[config.mk]
export PLATFORM = sky130hd
export DESIGN_NAME = adjacency_matrix_graph_store_unit_flat
export DESIGN_NICKNAME = d
export VERILOG_FILES = /design/src/rtl/amg_pkg.sv /design/src/rtl/amg_req_if.sv /design/src/rtl/amg_rsp_if.sv /design/src/rtl/adjacency_matrix_graph_store_unit.sv /design/src/flat_wrapper.sv
export SDC_FILE = /design/constraint.sdc
export NUM_CORES = 2
export LEC_CHECK = 0
export ABC_AREA = 1
export BUFFER_PORTS_ARGS = -buffer_cell sky130_fd_sc_hd__buf_2
export CAP_MARGIN = 20
export CORE_MARGIN = 5
export CORE_UTILIZATION = 45
export CTS_CLUSTER_SIZE = 24
export DETAILED_ROUTE_END_ITERATION = 6
export PLACE_DENSITY = 0.64
export SYNTH_ARGS = -nofsm -noshare
export SYNTH_HDL_FRONTEND = slang
export SYNTH_MEMORY_MAX_BITS = 65536
export SYNTH_SLANG_ARGS = --single-unit
[constraint.sdc]
create_clock -name i_clk -period 13.55 [get_ports i_clk]
set_input_delay 2.0325 -clock i_clk [delete_from_list [all_inputs] [get_ports i_clk]]
set_output_delay 2.0325 -clock i_clk [all_outputs]
set_load 0.03 [all_outputs]
[src/rtl/amg_pkg.sv]
package amg_pkg;

    // Field widths of the request and response transactions
    localparam int OP_W      = 3;
    localparam int VTX_W     = 4;
    localparam int WEIGHT_W  = 16;
    localparam int MARK_W    = 8;
    localparam int COUNT_W   = 5;

    // Configuration port
    localparam int CFG_ADDR_W = 3;
    localparam int CFG_DATA_W = 32;

    // Register word index (paddr[2]) of the vertex count register
    localparam logic REG_VERTEX_COUNT = 1'b0;

    localparam logic [COUNT_W-1:0] VERTEX_COUNT_RESET = 5'd16;

    typedef enum logic [OP_W-1:0] {
        OP_SET_EDGE    = 3'd0,
        OP_REMOVE_EDGE = 3'd1,
        OP_QUERY_EDGE  = 3'd2,
        OP_FIRST_NBR   = 3'd3,
        OP_NEXT_NBR    = 3'd4,
        OP_READ_MARK   = 3'd5,
        OP_WRITE_MARK  = 3'd6
    } t_op;

endpackage

[src/rtl/amg_req_if.sv]
interface amg_req_if import amg_pkg::*; ();
    logic                       valid;
    logic                       ready;
    logic [OP_W-1:0]            operation;
    logic [VTX_W-1:0]           row_vertex;
    logic [VTX_W-1:0]           col_vertex;
    logic signed [WEIGHT_W-1:0] weight_in;
    logic [MARK_W-1:0]          mark_in;

    modport source (
        output valid, operation, row_vertex, col_vertex, weight_in, mark_in,
        input  ready
    );
    modport sink (
        input  valid, operation, row_vertex, col_vertex, weight_in, mark_in,
        output ready
    );
endinterface

[src/rtl/amg_rsp_if.sv]
interface amg_rsp_if import amg_pkg::*; ();
    logic                       valid;
    logic                       ready;
    logic signed [WEIGHT_W-1:0] weight_out;
    logic                       edge_present;
    logic [COUNT_W-1:0]         neighbor;
    logic [MARK_W-1:0]          mark_out;
    logic                       bad_index;

    modport source (
        output valid, weight_out, edge_present, neighbor, mark_out, bad_index,
        input  ready
    );
    modport sink (
        input  valid, weight_out, edge_present, neighbor, mark_out, bad_index,
        output ready
    );
endinterface

[src/rtl/adjacency_matrix_graph_store_unit.sv]
// Weighted directed graph store: a MAX_VERTICES x MAX_VERTICES matrix of signed
// 16-bit weights (zero means no edge) plus one 8-bit mark per vertex.
// Request channel i_req carries one operation per transaction: set, remove or
// query an edge, first or next nonzero neighbor in a row, read or write a mark.
// Response channel o_rsp returns exactly one transaction per request, in order.
// The APB port holds vertex_count at byte address 0; write it only while idle.
// Edge and mark writes and invalid requests pass through the EXEC and OUT
// states; edge queries and mark reads add RDWAIT between them, and a
// neighbor search adds SCAN. The search is set by the single matrix read
// port: one column is fetched per cycle and tested in the next cycle. One
// request is in flight at a time; i_req.ready is high only in the idle
// state, so no new request is taken until the last result is in the output register.
// A finished response waits in the output register while o_rsp.ready is low;
// the block then holds its result and stalls until the register is taken.
// After reset the block runs a clearing pass over the MAX_VERTICES*MAX_VERTICES
// entries (256 by default) that zeroes all weights and marks; no request is
// accepted meanwhile, while configuration writes are taken as ever.
module adjacency_matrix_graph_store_unit import amg_pkg::*; #(
    parameter int MAX_VERTICES = 16
) (
    input  logic                  i_clk,
    input  logic                  i_rst_n,
    amg_req_if.sink               i_req,
    amg_rsp_if.source             o_rsp,
    input  logic                  psel,
    input  logic                  penable,
    input  logic                  pwrite,
    input  logic [CFG_ADDR_W-1:0] paddr,
    input  logic [CFG_DATA_W-1:0] pwdata,
    output logic [CFG_DATA_W-1:0] prdata,
    output logic                  pready
);

    localparam int DEPTH = MAX_VERTICES * MAX_VERTICES;
    localparam int AW    = $clog2(DEPTH);
    localparam int MW    = $clog2(MAX_VERTICES);
    localparam logic [COUNT_W:0] COUNT_CAP =
        (MAX_VERTICES > 31) ? (COUNT_W+1)'(31) : (COUNT_W+1)'(MAX_VERTICES);

    typedef enum logic [2:0] {
        ST_CLEAR,
        ST_IDLE,
        ST_EXEC,
        ST_RDWAIT,
        ST_SCAN,
        ST_OUT
    } t_state;

    t_state r_state;

    // Configuration
    logic [COUNT_W-1:0] r_vertex_count;
    logic [COUNT_W-1:0] active_n;

    // Latched request
    t_op                  r_op;
    logic [VTX_W-1:0]     r_row;
    logic [COUNT_W-1:0]   r_col;
    logic [WEIGHT_W-1:0]  r_weight;
    logic [MARK_W-1:0]    r_mark;

    // Scan pipeline
    logic                 r_chk_valid;
    logic [COUNT_W-1:0]   r_chk_col;

    // Result and output registers
    logic [WEIGHT_W-1:0]  r_wout;
    logic                 r_pres;
    logic [COUNT_W-1:0]   r_nb;
    logic [MARK_W-1:0]    r_mout;
    logic                 r_bad;
    logic                 r_out_valid;
    logic [WEIGHT_W-1:0]  r_out_wout;
    logic                 r_out_pres;
    logic [COUNT_W-1:0]   r_out_nb;
    logic [MARK_W-1:0]    r_out_mout;
    logic                 r_out_bad;

    // Storage
    logic [WEIGHT_W-1:0]  weight_mem [DEPTH];
    logic [MARK_W-1:0]    mark_mem   [MAX_VERTICES];
    logic [WEIGHT_W-1:0]  r_rd_data;
    logic [MARK_W-1:0]    r_mk_data;
    logic [AW-1:0]        r_clr_idx;

    logic                 row_ok;
    logic                 col_ok;
    logic                 cfg_wr;
    logic [AW-1:0]        mat_addr;
    logic [AW-1:0]        mat_waddr;
    logic                 mat_we;
    logic [WEIGHT_W-1:0]  mat_wdata;
    logic [MW-1:0]        mk_addr;
    logic [MW-1:0]        mk_waddr;
    logic                 mk_we;
    logic [MARK_W-1:0]    mk_wdata;

    // Effective vertex count, capped at the matrix size
    assign active_n = ({1'b0, r_vertex_count} > COUNT_CAP) ? COUNT_CAP[COUNT_W-1:0]
                                                           : r_vertex_count;
    assign row_ok   = ({1'b0, r_row} < active_n);
    assign col_ok   = (r_col < active_n);

    // APB register access
    assign pready = 1'b1;
    assign cfg_wr = psel && penable && pwrite && pready;
    assign prdata = (paddr[2] == REG_VERTEX_COUNT)
                  ? {{(CFG_DATA_W-COUNT_W){1'b0}}, r_vertex_count} : '0;

    always_ff @(posedge i_clk) begin
        if (!i_rst_n) begin
            r_vertex_count <= VERTEX_COUNT_RESET;
        end else if (cfg_wr && (paddr[2] == REG_VERTEX_COUNT)) begin
            r_vertex_count <= pwdata[COUNT_W-1:0];
        end
    end

    // Storage addressing: the latched row and current column select the entry
    assign mat_addr = AW'(int'(r_row) * MAX_VERTICES + int'(r_col));
    assign mk_addr  = MW'(r_row);

    always_comb begin
        mat_we    = 1'b0;
        mat_waddr = mat_addr;
        mat_wdata = '0;
        mk_we     = 1'b0;
        mk_waddr  = mk_addr;
        mk_wdata  = r_mark;
        if (r_state == ST_CLEAR) begin
            mat_we    = 1'b1;
            mat_waddr = r_clr_idx;
            mk_we     = (int'(r_clr_idx) < MAX_VERTICES);
            mk_waddr  = MW'(r_clr_idx);
            mk_wdata  = '0;
        end else if (r_state == ST_EXEC) begin
            mat_we    = row_ok && col_ok
                        && (r_op == OP_SET_EDGE || r_op == OP_REMOVE_EDGE);
            mat_wdata = (r_op == OP_SET_EDGE) ? r_weight : '0;
            mk_we     = row_ok && (r_op == OP_WRITE_MARK);
        end
    end

    // Weight matrix and mark memories, registered read
    always_ff @(posedge i_clk) begin
        if (mat_we) begin
            weight_mem[mat_waddr] <= mat_wdata;
        end
        r_rd_data <= weight_mem[mat_addr];
    end

    always_ff @(posedge i_clk) begin
        if (mk_we) begin
            mark_mem[mk_waddr] <= mk_wdata;
        end
        r_mk_data <= mark_mem[mk_addr];
    end

    assign i_req.ready = (r_state == ST_IDLE);

    assign o_rsp.valid        = r_out_valid;
    assign o_rsp.weight_out   = r_out_wout;
    assign o_rsp.edge_present = r_out_pres;
    assign o_rsp.neighbor     = r_out_nb;
    assign o_rsp.mark_out     = r_out_mout;
    assign o_rsp.bad_index    = r_out_bad;

    // Sequencer
    always_ff @(posedge i_clk) begin
        if (!i_rst_n) begin
            r_state     <= ST_CLEAR;
            r_clr_idx   <= '0;
            r_out_valid <= 1'b0;
            r_chk_valid <= 1'b0;
        end else begin
            // drop the response once taken
            if (o_rsp.ready) begin
                r_out_valid <= 1'b0;
            end
            unique case (r_state)
                ST_CLEAR: begin
                    r_clr_idx <= r_clr_idx + AW'(1);
                    if (r_clr_idx == AW'(DEPTH - 1)) begin
                        r_state <= ST_IDLE;
                    end
                end
                ST_IDLE: begin
                    if (i_req.valid) begin
                        r_op     <= t_op'(i_req.operation);
                        r_row    <= i_req.row_vertex;
                        r_col    <= {1'b0, i_req.col_vertex};
                        r_weight <= i_req.weight_in;
                        r_mark   <= i_req.mark_in;
                        r_state  <= ST_EXEC;
                    end
                end
                ST_EXEC: begin
                    r_wout      <= '0;
                    r_pres      <= 1'b0;
                    r_nb        <= '0;
                    r_mout      <= '0;
                    r_bad       <= 1'b0;
                    r_chk_valid <= 1'b0;
                    r_state     <= ST_OUT;
                    unique case (r_op)
                        OP_SET_EDGE, OP_REMOVE_EDGE: begin
                            r_bad <= !(row_ok && col_ok);
                        end
                        OP_QUERY_EDGE: begin
                            r_bad <= !(row_ok && col_ok);
                            if (row_ok && col_ok) begin
                                r_state <= ST_RDWAIT;
                            end
                        end
                        OP_FIRST_NBR: begin
                            r_nb  <= active_n;
                            r_bad <= !row_ok;
                            r_col <= '0;
                            if (row_ok) begin
                                r_state <= ST_SCAN;
                            end
                        end
                        OP_NEXT_NBR: begin
                            r_nb  <= active_n;
                            r_bad <= !(row_ok && col_ok);
                            r_col <= r_col + COUNT_W'(1);
                            if (row_ok && col_ok) begin
                                r_state <= ST_SCAN;
                            end
                        end
                        OP_READ_MARK: begin
                            r_bad <= !row_ok;
                            if (row_ok) begin
                                r_state <= ST_RDWAIT;
                            end
                        end
                        OP_WRITE_MARK: begin
                            r_bad <= !row_ok;
                        end
                        default: begin
                            r_bad <= 1'b1;
                        end
                    endcase
                end
                ST_RDWAIT: begin
                    if (r_op == OP_QUERY_EDGE) begin
                        r_wout <= r_rd_data;
                        r_pres <= (r_rd_data != '0);
                    end else begin
                        r_mout <= r_mk_data;
                    end
                    r_state <= ST_OUT;
                end
                ST_SCAN: begin
                    // test the column fetched last cycle, fetch the next one
                    if (r_chk_valid && (r_rd_data != '0)) begin
                        r_nb    <= r_chk_col;
                        r_state <= ST_OUT;
                    end else if (r_col < active_n) begin
                        r_chk_valid <= 1'b1;
                        r_chk_col   <= r_col;
                        r_col       <= r_col + COUNT_W'(1);
                    end else begin
                        r_nb    <= active_n;
                        r_state <= ST_OUT;
                    end
                end
                ST_OUT: begin
                    if (!r_out_valid || o_rsp.ready) begin
                        r_out_valid <= 1'b1;
                        r_out_wout  <= r_wout;
                        r_out_pres  <= r_pres;
                        r_out_nb    <= r_nb;
                        r_out_mout  <= r_mout;
                        r_out_bad   <= r_bad;
                        r_state     <= ST_IDLE;
                    end
                end
                default: begin
                    r_state <= ST_IDLE;
                end
            endcase
        end
    end

endmodule

[src/flat_wrapper.sv]
// flat-port wrapper written by rule: the top's interface ports become plain ports
module adjacency_matrix_graph_store_unit_flat import amg_pkg::*;
#(
    parameter int MAX_VERTICES = 16
)
  (i_clk, i_rst_n, psel, penable, pwrite, paddr, pwdata, prdata, pready, i_req_valid, i_req_operation, i_req_row_vertex, i_req_col_vertex, i_req_weight_in, i_req_mark_in, i_req_ready, o_rsp_valid, o_rsp_weight_out, o_rsp_edge_present, o_rsp_neighbor, o_rsp_mark_out, o_rsp_bad_index, o_rsp_ready);
  amg_req_if i_req_i ();
  amg_rsp_if o_rsp_i ();
  input  logic i_clk;
  input  logic i_rst_n;
  input  logic psel;
  input  logic penable;
  input  logic pwrite;
  input  logic [CFG_ADDR_W-1:0] paddr;
  input  logic [CFG_DATA_W-1:0] pwdata;
  output logic [CFG_DATA_W-1:0] prdata;
  output logic pready;
  input wire logic [$bits(i_req_i.valid)-1:0] i_req_valid;
  input wire logic [$bits(i_req_i.operation)-1:0] i_req_operation;
  input wire logic [$bits(i_req_i.row_vertex)-1:0] i_req_row_vertex;
  input wire logic [$bits(i_req_i.col_vertex)-1:0] i_req_col_vertex;
  input wire logic [$bits(i_req_i.weight_in)-1:0] i_req_weight_in;
  input wire logic [$bits(i_req_i.mark_in)-1:0] i_req_mark_in;
  output wire logic [$bits(i_req_i.ready)-1:0] i_req_ready;
  output wire logic [$bits(o_rsp_i.valid)-1:0] o_rsp_valid;
  output wire logic [$bits(o_rsp_i.weight_out)-1:0] o_rsp_weight_out;
  output wire logic [$bits(o_rsp_i.edge_present)-1:0] o_rsp_edge_present;
  output wire logic [$bits(o_rsp_i.neighbor)-1:0] o_rsp_neighbor;
  output wire logic [$bits(o_rsp_i.mark_out)-1:0] o_rsp_mark_out;
  output wire logic [$bits(o_rsp_i.bad_index)-1:0] o_rsp_bad_index;
  input wire logic [$bits(o_rsp_i.ready)-1:0] o_rsp_ready;
  assign i_req_i.valid = i_req_valid;
  assign i_req_i.operation = i_req_operation;
  assign i_req_i.row_vertex = i_req_row_vertex;
  assign i_req_i.col_vertex = i_req_col_vertex;
  assign i_req_i.weight_in = i_req_weight_in;
  assign i_req_i.mark_in = i_req_mark_in;
  assign i_req_ready = i_req_i.ready;
  assign o_rsp_valid = o_rsp_i.valid;
  assign o_rsp_weight_out = o_rsp_i.weight_out;
  assign o_rsp_edge_present = o_rsp_i.edge_present;
  assign o_rsp_neighbor = o_rsp_i.neighbor;
  assign o_rsp_mark_out = o_rsp_i.mark_out;
  assign o_rsp_bad_index = o_rsp_i.bad_index;
  assign o_rsp_i.ready = o_rsp_ready;
  adjacency_matrix_graph_store_unit #(.MAX_VERTICES(MAX_VERTICES)) u_core (.i_clk(i_clk), .i_rst_n(i_rst_n), .i_req(i_req_i), .o_rsp(o_rsp_i), .psel(psel), .penable(penable), .pwrite(pwrite), .paddr(paddr), .pwdata(pwdata), .prdata(prdata), .pready(pready));
endmodule
==> summary.txt <==
Finish
  – Multi-input logic area: just over 40000 sq um
  – Layout net count: ~15000
  – Area growth syn-to-layout: 11.6%
  – Final instance area: 196000 sq um
  – FF/Latch Area: 131000 sq um
  – Share of layout cells above drive strength 1: 0.0809
  – Fill cell count: ~33000

Power and ir drop
  – Max rail drop VDD: around 0.14 mV
  – Power Dens Cells: about 130 nW/um^2
  – Pleak: 0.0693 uW

Global route
  – Vias in the first global route: between 100k and 150k
  – Tot GR Track Use: 0.237
  – Total grt overflow: 0
  – Initial antenna violation count: 17
  – First-pass GRT wire length: 711 mm
  – Largest net degree at the start of global routing: 186

Worst setup path
  – Crit path top cell by count: nand2_1
  – Critical Path End: u_core.r_rd_data[9]$_DFF_P_
  – Reg2reg path depth: 17
  – Reg-to-reg endpoint: u_core.r_rd_data[9]$_DFF_P_
  – Crit Path Max Fanout: roughly 150
  – CP bufs+invs: 5
  – Critical Path Sink Type: flop
  – Top Family by Delay on Critical Path: buffers and inverters
  – R2R setup slack: slightly above 7 ns
  – Crit path kind: reg -> reg
  – Worst path slowest cell: buf_4
  – Instance count on the critical path: 17
  – Worst r2r src: u_core.r_col[0]$_DFFE_PP_
  – Crit path cell chain: buf_4 > buf_4 > buf_12 > buf_4 > buf_4 > nand2_1 > nand2_1 > nand2_1 > nand2_1 > nor2_1 > nand2_1 > nand3_1 > nand3_1 > nand3_1 > nand2_1 > nand2_1 > nand2_1
  – CP Launch Type: flop
  – WP data arrival: ~7.3 ns
  – Worst EP required: between 10 and 15 ns
  – Critical path's largest stage delay: 0.83 ns
  – Setup crit start: u_core.r_col[0]$_DFFE_PP_

Synth
  – Yosys top cell by area: edfxtp_1
  – Synth warnings: 0
  – Syn Std Cell Area: 175000 sq um
  – Synth cell types: a little under 50
  – Top post-synthesis cells by area: edfxtp_1, nand2_1, nand3_1
  – Syn Inst Count: 14700
  – Post-synth top area share: 0.741
  – Sequential area share after synthesis: 0.746
  – Register bit total from synthesis: roughly 4400
  – Ys async rst share: 0
  – Syn Area/Cell: between 10 and 15 sq um
  – Post-synth EDFFs: roughly 4300
  – Post-synth top flop: edfxtp_1

Clocking
  – Clock Sinks: 4369
  – CTS Hold Buffers Added: 0
  – H-tree depth: 5
  – CTS clk-pin slew, worst paths: ~0.060 ns
  – Clock Latency Late Sink: 0.98 ns
  – Post-CTS Repair Setup Buffers: 0
  – Root buf cell: clkbuf_16
  – TritonCTS clock tree: yes
  – Cts bufs inserted: ~430
  – Post-CTS Resized: 0
  – Clock tree buffer depth: 4

STA
  – Clock skew: 0.0416 ns
  – RSZ-0062 raised after global routing: no
  – Final worst slack: roughly 7.2 ns
  – Fin crit period: ~6.3 ns
  – Max transition margin: 0.138
  – Final Setup Violations: 0
  – Final period util: 0.468
  – Highest Clock Rate: approximately 160 MHz
  – Fin. max-slew vios: 0
  – TNS Setup: 0 ns
  – Worst Tran Pin Value: ~1.3 ns
  – Final hold vios: 0

Detailed routing
  – Via count: ~110k
  – Drt wl/cell: between 20 and 25 um
  – Final WL: about 500 mm
  – DRT iter0 DRCs: 15100
  – Detail-routed via count per cell: between 5 and 6
  – Post-route ant nets: 0
  – DRC Markers: 0
  – First-pass iteration count of the detailed router: 7

Worst hold path
  – Hold-critical path depth: 0
  – Class of the worst hold path: reg -> reg

Placement
  – Routability cong.: between 0.8 and 0.9
  – Cell Area, Placed: 182000 sq um
  – IO buf count: between 80 and 90
  – Pre-CTS setup slack: around 7.4 ns
  – Post-detail-place hpwl: around 260 mm

Floorplan
  – IO Count: 143
  – Initial Utilization: 0.451
  – Die outline height: around 630 um
  – Chip Width: approximately 630 um
  – Site Rows: around 230
  – Die ar.: approximately 400000 sq um
  – Core area: 389000 sq um

Status
  – Outcome: finished, final reports clean

Flow run
  – Max Cap Viol: 0
## kinds of logic after synthesis
group                    Yosys count  share of synthesized area
buffers and inverters           1070                     0.0256
other                              2                  0.0000428
multiplexers                      24                    0.00137
AND/OR/NAND/NOR                 8817                      0.214
flip-flops                      4369                      0.746
adder cells (fa/ha/maj)           11                   0.000785
AO/OA/AOI/OAI                    373                     0.0119
XOR/XNOR                           5                   0.000293
## power breakdown
group,total [uW],internal [uW],switching [uW]
Sequential,14600,14600,4.61
Combinational,101,18.4,82.1
Clock,11600,6610,5000
Total,26400,21300,5080
## synthesized netlist by cell type, types with 8 or more instances
cell	count
inv_2	14
inv_1	83
buf_4	30
buf_1	120
nor2_1	432
nand2_2	11
o211ai_1	9
ha_1	11
nand3_1	3322
edfxtp_1	4327
o21ai_0	52
nor3_1	13
a21oi_1	260
buf_2	242
clkbuf_1	569
dfxtp_1	42
nand4_1	15
nand2_1	5002
o221ai_1	24
o32ai_1	8
mux2i_1	24
## stage by stage
stage                util  total power [uW]  instances  hold slack (ns)
global placement    0.469             15000      19500            0.401
floorplan               -             15000      14700            0.400
global route        0.504             27000      20200            0.422
detailed placement  0.469             15000      19500            0.405
finish              0.504             26400      20200            0.418
CTS                 0.503             26500      20200            0.418
## flip-flops by register name, summed over array words and instances, names as in the netlist, 3 cells and up
register / flops
u_core.r_wout: 16
u_core.r_weight: 16
u_core.r_mout: 8
u_core.r_rd_data: 16
u_core.r_nb: 5
u_core.r_col: 5
u_core.o_rsp.weight_out: 16
u_core.r_mk_data: 8
u_core.weight_mem: 4096
u_core.mark_mem: 128
u_core.r_clr_idx: 8
u_core.r_state: 3
u_core.r_mark: 8
u_core.r_vertex_count: 5
u_core.o_rsp.mark_out: 8
u_core.mk_addr: 4
u_core.r_op: 3
u_core.r_chk_col: 5
u_core.o_rsp.neighbor: 5
## routing by layer
layer  GRT usage  vias to the layer above  share of wire
met5           0                        -       0.000043
met4      0.0938                        4          0.042
met3      0.0414                      912          0.097
met2       0.367                     5874           0.46
met1       0.334                    55900           0.40
li1            -                    51800              -
## worst min-delay path by stage
stage	to	start	slack [ns]
2_1_floorplan	u_core.o_rsp.bad_index$_DFFE_PP_	u_core.r_bad$_DFFE_PP_	0.40
3_3_place_gp	u_core.o_rsp.mark_out[3]$_DFFE_PP_	u_core.r_mout[3]$_SDFFCE_PN0P_	0.40
3_5_place_dp	u_core.o_rsp.weight_out[14]$_DFFE_PP_	u_core.r_wout[14]$_SDFFCE_PN0P_	0.40
4_1_cts	u_core.o_rsp.weight_out[14]$_DFFE_PP_	u_core.r_wout[14]$_SDFFCE_PN0P_	0.42
5_1_grt	u_core.o_rsp.weight_out[9]$_DFFE_PP_	u_core.r_wout[9]$_SDFFCE_PN0P_	0.42
6_report	u_core.o_rsp.weight_out[9]$_DFFE_PP_	u_core.r_wout[9]$_SDFFCE_PN0P_	0.42
## cells in the final DEF (no fill, tap or decap), drive strengths merged, types with 9 or more instances in the layout
master	instances
a21oi	262
inv	114
conb	28
dfxtp	42
clkbuf	521
clkinv	189
o211ai	9
nand2	5017
nand4	16
edfxtp	4327
buf	527
ha	11
nor3	14
mux2i	24
nand3	3324
o221ai	24
bufinv	40
o21ai	57
nor2	442
diode	18
## layout make-up
| class | instances | share of cell area |
|---|---|---|
| Clock buffer | 520 | 0.0573 |
| Multi-Input combinational cell | 9258 | 0.206 |
| Antenna cell | 18 | 0.000230 |
| Inverter | 103 | 0.00223 |
| Sequential cell | 4369 | 0.668 |
| Tap cell | 5197 | 0.0332 |
| Timing Repair Buffer | 528 | 0.0208 |
| Clock inverter | 248 | 0.0118 |
## worst reg2reg max path, stage by stage, from the launching register on
cell and delay [ns]:
edfxtp_1 0.46, buf_4 0.60, buf_4 0.81, buf_12 0.60
buf_4 1.05, buf_4 0.84, nand2_1 0.15, nand2_1 0.10
nand2_1 0.05, nand2_1 0.09, nor2_1 0.04, nand2_1 0.18
nand3_1 0.24, nand3_1 0.25, nand3_1 0.27, nand2_1 0.35
nand2_1 0.08, nand2_1 0.10
No activity file was read; power rests on OpenSTA's default activity.
